[src/rtl/snb_pkg.sv]
`timescale 1ns / 1ps
`default_nettype none

package snb_pkg;

	// Sample and coefficient formats.
	localparam int SAMPLE_WIDTH   = 16;
	localparam int COEF_FRAC_BITS = 16;
	localparam int COEF_WIDTH     = COEF_FRAC_BITS + 3;
	localparam int STAMP_WIDTH    = 32;

	// Channel layout: three accelerometer lanes followed by three gyro lanes.
	localparam int NUM_LANES      = 6;
	localparam int NUM_ACC_LANES  = 3;

	// Configuration port.
	localparam int CFG_INDEX_WIDTH = 3;
	localparam int CFG_DATA_WIDTH  = COEF_WIDTH;

	// Datapath widths: one coefficient times one sample, and the exact sum of
	// all terms with room for growth.
	localparam int PROD_WIDTH = COEF_WIDTH + SAMPLE_WIDTH;
	localparam int ACC_WIDTH  = PROD_WIDTH + 3;

	// Half an output LSB, added before the flooring shift.
	localparam logic signed [ACC_WIDTH-1:0] RND_HALF =
		{{(ACC_WIDTH-COEF_FRAC_BITS){1'b0}}, 1'b1, {(COEF_FRAC_BITS-1){1'b0}}};

	// Saturation bounds of the sample range, at accumulator width.
	localparam logic signed [ACC_WIDTH-1:0] SAT_MAX =
		{{(ACC_WIDTH-SAMPLE_WIDTH+1){1'b0}}, {(SAMPLE_WIDTH-1){1'b1}}};
	localparam logic signed [ACC_WIDTH-1:0] SAT_MIN =
		{{(ACC_WIDTH-SAMPLE_WIDTH+1){1'b1}}, {(SAMPLE_WIDTH-1){1'b0}}};

	typedef logic signed [SAMPLE_WIDTH-1:0] sample_t;
	typedef logic        [STAMP_WIDTH-1:0]  stamp_t;
	typedef logic signed [COEF_WIDTH-1:0]   coef_t;

	// Register map.
	typedef enum logic [CFG_INDEX_WIDTH-1:0] {
		REG_ACC_B1      = 3'd0,
		REG_ACC_A1      = 3'd1,
		REG_ACC_A2      = 3'd2,
		REG_ACC_BYPASS  = 3'd3,
		REG_GYRO_B1     = 3'd4,
		REG_GYRO_A1     = 3'd5,
		REG_GYRO_A2     = 3'd6,
		REG_GYRO_BYPASS = 3'd7
	} snb_reg_t;

	// Coefficient set shared by one channel group.
	typedef struct packed {
		logic signed [COEF_WIDTH-1:0] b1;
		logic signed [COEF_WIDTH-1:0] a1;
		logic signed [COEF_WIDTH-1:0] a2;
		logic                         bypass;
	} snb_coef_t;

endpackage

`default_nettype wire

[src/rtl/snb_lane.sv]
`timescale 1ns / 1ps
`default_nettype none

// One notch channel. The feed-forward terms and the a2 term for the next
// sample are summed ahead of time into part_q, so only a1*y1 sits in the
// recursive path.
module snb_lane (
	input  wire logic               clk,
	input  wire logic               en,
	input  wire logic               primed,
	input  wire snb_pkg::snb_coef_t coef,
	input  wire snb_pkg::sample_t   x,
	output      snb_pkg::sample_t   y
);

	snb_pkg::sample_t                            x1_q;
	snb_pkg::sample_t                            y1_q;
	logic signed [snb_pkg::ACC_WIDTH-1:0]        part_q;

	snb_pkg::sample_t                            x_prev;
	snb_pkg::sample_t                            y_prev;
	logic signed [snb_pkg::PROD_WIDTH-1:0]       prod_a1;
	logic signed [snb_pkg::PROD_WIDTH-1:0]       prod_b1;
	logic signed [snb_pkg::PROD_WIDTH-1:0]       prod_a2;
	logic signed [snb_pkg::ACC_WIDTH-1:0]        part_d;
	logic signed [snb_pkg::ACC_WIDTH-1:0]        sum;
	logic signed [snb_pkg::ACC_WIDTH-1:0]        rnd;
	snb_pkg::sample_t                            sat;

	// While priming, the whole history takes the current sample.
	assign x_prev = primed ? x1_q : x;
	assign y_prev = primed ? y1_q : x;

	assign prod_a1 = coef.a1 * y1_q;
	assign prod_b1 = coef.b1 * x;
	assign prod_a2 = coef.a2 * y_prev;

	assign part_d = snb_pkg::ACC_WIDTH'(prod_b1)
		+ (snb_pkg::ACC_WIDTH'(x_prev) <<< snb_pkg::COEF_FRAC_BITS)
		- snb_pkg::ACC_WIDTH'(prod_a2);

	assign sum = (snb_pkg::ACC_WIDTH'(x) <<< snb_pkg::COEF_FRAC_BITS)
		+ part_q - snb_pkg::ACC_WIDTH'(prod_a1) + snb_pkg::RND_HALF;

	assign rnd = sum >>> snb_pkg::COEF_FRAC_BITS;

	always_comb begin
		if (rnd > snb_pkg::SAT_MAX) begin
			sat = snb_pkg::SAT_MAX[snb_pkg::SAMPLE_WIDTH-1:0];
		end else if (rnd < snb_pkg::SAT_MIN) begin
			sat = snb_pkg::SAT_MIN[snb_pkg::SAMPLE_WIDTH-1:0];
		end else begin
			sat = rnd[snb_pkg::SAMPLE_WIDTH-1:0];
		end
	end

	assign y = (!primed || coef.bypass) ? x : sat;

	always_ff @(posedge clk) begin
		if (en) begin
			x1_q   <= x;
			y1_q   <= y;
			part_q <= part_d;
		end
	end

endmodule

`default_nettype wire

[config.mk]
export PLATFORM = sky130hd
export DESIGN_NAME = snb_lane
export DESIGN_NICKNAME = d
export VERILOG_FILES = /design/src/rtl/snb_pkg.sv /design/src/rtl/snb_lane.sv
export SDC_FILE = /design/constraint.sdc
export NUM_CORES = 2
export LEC_CHECK = 0
export BUFFER_PORTS_ARGS = -buffer_cell sky130_fd_sc_hd__buf_2
export CORE_UTILIZATION = 57
export CTS_BUF_LIST = sky130_fd_sc_hd__clkbuf_2 sky130_fd_sc_hd__clkbuf_4 sky130_fd_sc_hd__clkbuf_8
export CTS_CLUSTER_SIZE = 28
export DETAILED_ROUTE_END_ITERATION = 7
export GPL_ROUTABILITY_DRIVEN = 1
export PLACE_DENSITY = 0.74
export SLEW_MARGIN = 25
export SYNTH_ARGS = -nofsm -noshare
export SYNTH_HDL_FRONTEND = slang
export SYNTH_SLANG_ARGS = --single-unit
[constraint.sdc]
create_clock -name clk -period 8.8 [get_ports clk]
set_input_delay 0 -clock clk [delete_from_list [all_inputs] [get_ports clk]]
set_output_delay 0 -clock clk [all_outputs]
set_load 0.005 [all_outputs]
==> impl_results.md <==
* Final setup violation count at 0
* Die width at 264 um
* Max Root-Sink Buffers at 2
* GRT Total Usage at 0.287
* Crit path depth at 26
* Setup bufs post-CTS at 0
* Most common cell after layout, fill and taps aside: inv_1
* Post-Synthesis Cells at 4074
* Max Slew Vio Count at 0
* Clk pin slew, worst setup/hold paths at ~0.08 ns
* Non-filler cells, final at just under 5000
* CP max-delay cell: fa_1
* Area grow syn2layout at 4.04%
* Fmax at approximately 0.12 GHz
* Crit path DAT at ~8.4 ns
* Total Routed Length at between 90000 and 100000 um
* Root Driver: clkbuf_8
* Worst Skew at around 0.012 ns
* Antenna violations before repair at 2
* Total global routing overflow at 0
* Vias in the first global route at around 30000
* Crit end category: output pin
* Actual slew at the worst max-slew pin at just under 1 ns
* Outcome: finished clean
* Initial core utilization at 0.580
* Die Ht at 264 um
* Setup CP Type: flip-flop to output pin
* Num Clock Sinks at 69
* Buf+Inv Stages, Crit Path at 8
* Residual DRC count at 0
* Crit share post-route at 0.959
* Critical Path Max Stage Delay at ~0.64 ns
* Clock Latency Late Sink at roughly 0.42 ns
* DR vias at around 27000
* Hold wc startpoint: x[13]
* Final worst path period need at about 8.4 ns
* DR WL/cell at between 15 and 20 um
* Core area at just under 70000 um2
* Crit Path Max Fanout at 15
* Synth Net Count at around 5500
* Cell count of the worst hold path at 1
* # port buffers at between 90 and 100
* Layout cell share with drive strength beyond 1 at 0.0458
* Final Net Count at 5503
* R2r setup slk at around 0.39 ns
* H-tree depth at 3
* Number of routed nets with antenna violations at 0
* # IOs at between 90 and 100
* Commonest non-fill, non-tap cells in the layout: inv_1 (1178), fa_1 (1085), nand2_1 (595)
* Vias per inst at 5.37
* Final hold violation count at 0
* Slew headroom at 0.348
* Inst Count DP at around 4900
* DR pass1 iterations at 7
* Crit path max-delay family: adder cells
* Placer's final routability congestion estimate at about 0.94
* CTS tree: yes
* DP Wirelength at ~79000 um
* Critical Path RT at 8.80 ns
* Row cnt at 95
* Min-delay worst type: primary input to flip-flop
* Mapped Area at ~39000 um2
* Post-synth EDFFs at slightly below 70
* Register area share after synthesis at 0.0530
* Critical path origin: y1_q[0]
* Post-Syn Area per Cell at 9.60 um2
* CTS buffer count at 9
* Setup crit start kind: flip-flop
* RSZ-0062 raised after global routing: false
* Setup tns final at 0 ns
* Largest net degree at the start of global routing at 70
* R2R cell count at 26
* Initial DRC count at roughly 1600
* First-pass GRT wire length at approximately 160000 um
* Yosys warning total at 0
* Die area at 69700 um2
* R2R Path Start: y1_q[6]
* Yosys cell types at 59
* Most used flip-flop cell after synthesis: edfxtp_1
* Yosys reg bits at ~70
* # Max-Cap Violations at 0
* Async SR Flop Fraction at 0
==> path summary, 6_finish.rpt <==
kind / end
setup / recovery: y[1]
hold / removal: x1_q[13]
setup reg to reg: part_q[35]
hold reg to reg: part_q[26]
==> cell families (layout without fill, tap and decap cells) <==
family | count (synthesis) | count (layout) | synth area share
muxes | 4 | 4 | 0.00109
xor gates and xnor gates | 79 | 79 | 0.0177
AOI/OAI and AO/OA | 176 | 176 | 0.0316
buffers and inverters | 1330 | 1342 | 0.128
adders and majority gates | 1344 | 1344 | 0.638
and+or+nand+nor | 1072 | 1072 | 0.131
DFF | 69 | 69 | 0.0530
other | 0 | 2 | 0
==> state kept, by name, indices dropped and copies added (netlist names) <==
| signal | cells |
|---|---|
| part_q | 37 |
| x1_q | 16 |
| y1_q | 16 |
==> through the flow <==
step                area (um2)  worst slack (ns)  utilization  hold WS (ns)
global route             40700            0.0237        0.603        0.0385
CTS                      40700             0.437        0.603        0.0123
detailed placement       40500             0.289        0.600         0.467
finish                   40700             0.364        0.603        0.0508
floorplan                39100             0.960            -        0.0989
global placement         40500             0.380        0.600         0.466
==> area by class of cell <==
type                    count  area (um2)
well taps                 873        1090
flip-flops and latches     69        2070
clock buffers               9         124
multi-input cells        2675       32100
diodes                      2        5.00
clock inverters             6        41.3
inverters                1178        4420
repair buffers            149         891
fillers                  5765       26800
==> metal layers <==
| metal | track usage | share of wire |
|---|---|---|
| met5 | 0 | 0 |
| met1 | 0.367 | 0.38 |
| met2 | 0.498 | 0.51 |
| met3 | 0.0359 | 0.062 |
| met4 | 0.113 | 0.045 |
==> worst reg2reg max path, stage by stage, from the launching register on <==
cell	delay [ns]
edfxtp_1	0.43
nand2_1	0.14
nand2_1	0.45
and2_1	0.39
fa_1	0.51
inv_1	0.05
fa_1	0.47
inv_1	0.06
fa_1	0.41
fa_1	0.47
fa_1	0.46
fa_1	0.50
fa_1	0.49
inv_1	0.05
fa_1	0.43
ha_1	0.35
a21o_1	0.21
a211oi_1	0.35
o211ai_1	0.27
a211oi_1	0.31
buf_4	0.18
nor3_1	0.06
a2111oi_0	0.48
buf_4	0.23
o311a_1	0.20
a22oi_1	0.09
xor2_1	0.15
==> cells in the mapped netlist, types with 3 or more instances <==
cell | instances | area, um2
inv_1 | 1178 | 4420
or2_2 | 3 | 18.8
nand3_1 | 7 | 35.0
and2_1 | 319 | 2000
a211oi_1 | 4 | 30.0
nor2b_1 | 39 | 244
a221o_2 | 7 | 78.8
and3_1 | 6 | 37.5
nand2b_1 | 30 | 188
a21oi_1 | 53 | 265
ha_1 | 259 | 3240
a21o_1 | 34 | 255
o21ai_0 | 20 | 100
xnor2_1 | 58 | 508
nand4_1 | 6 | 37.5
nor2_1 | 49 | 184
o211ai_1 | 5 | 37.5
fa_1 | 1085 | 21700
o311a_1 | 3 | 30.0
clkbuf_1 | 148 | 556
nor3_1 | 4 | 20.0
edfxtp_1 | 69 | 2070
a31oi_1 | 6 | 37.5
o21a_1 | 4 | 30.0
nand2_1 | 595 | 2230
o21bai_1 | 13 | 97.6
xor2_1 | 21 | 184
a221o_1 | 9 | 90.1
==> timing repair <==
action,4_1_cts,5_1_grt
hold endpoints to repair,0,0
resized for setup,0,1
hold buffers,0,0
setup endpoints to repair,0,3
Power is left out: the tool's default activity adds up to more than one toggle a clock period on the data nets, which glitch-free logic cannot reach.
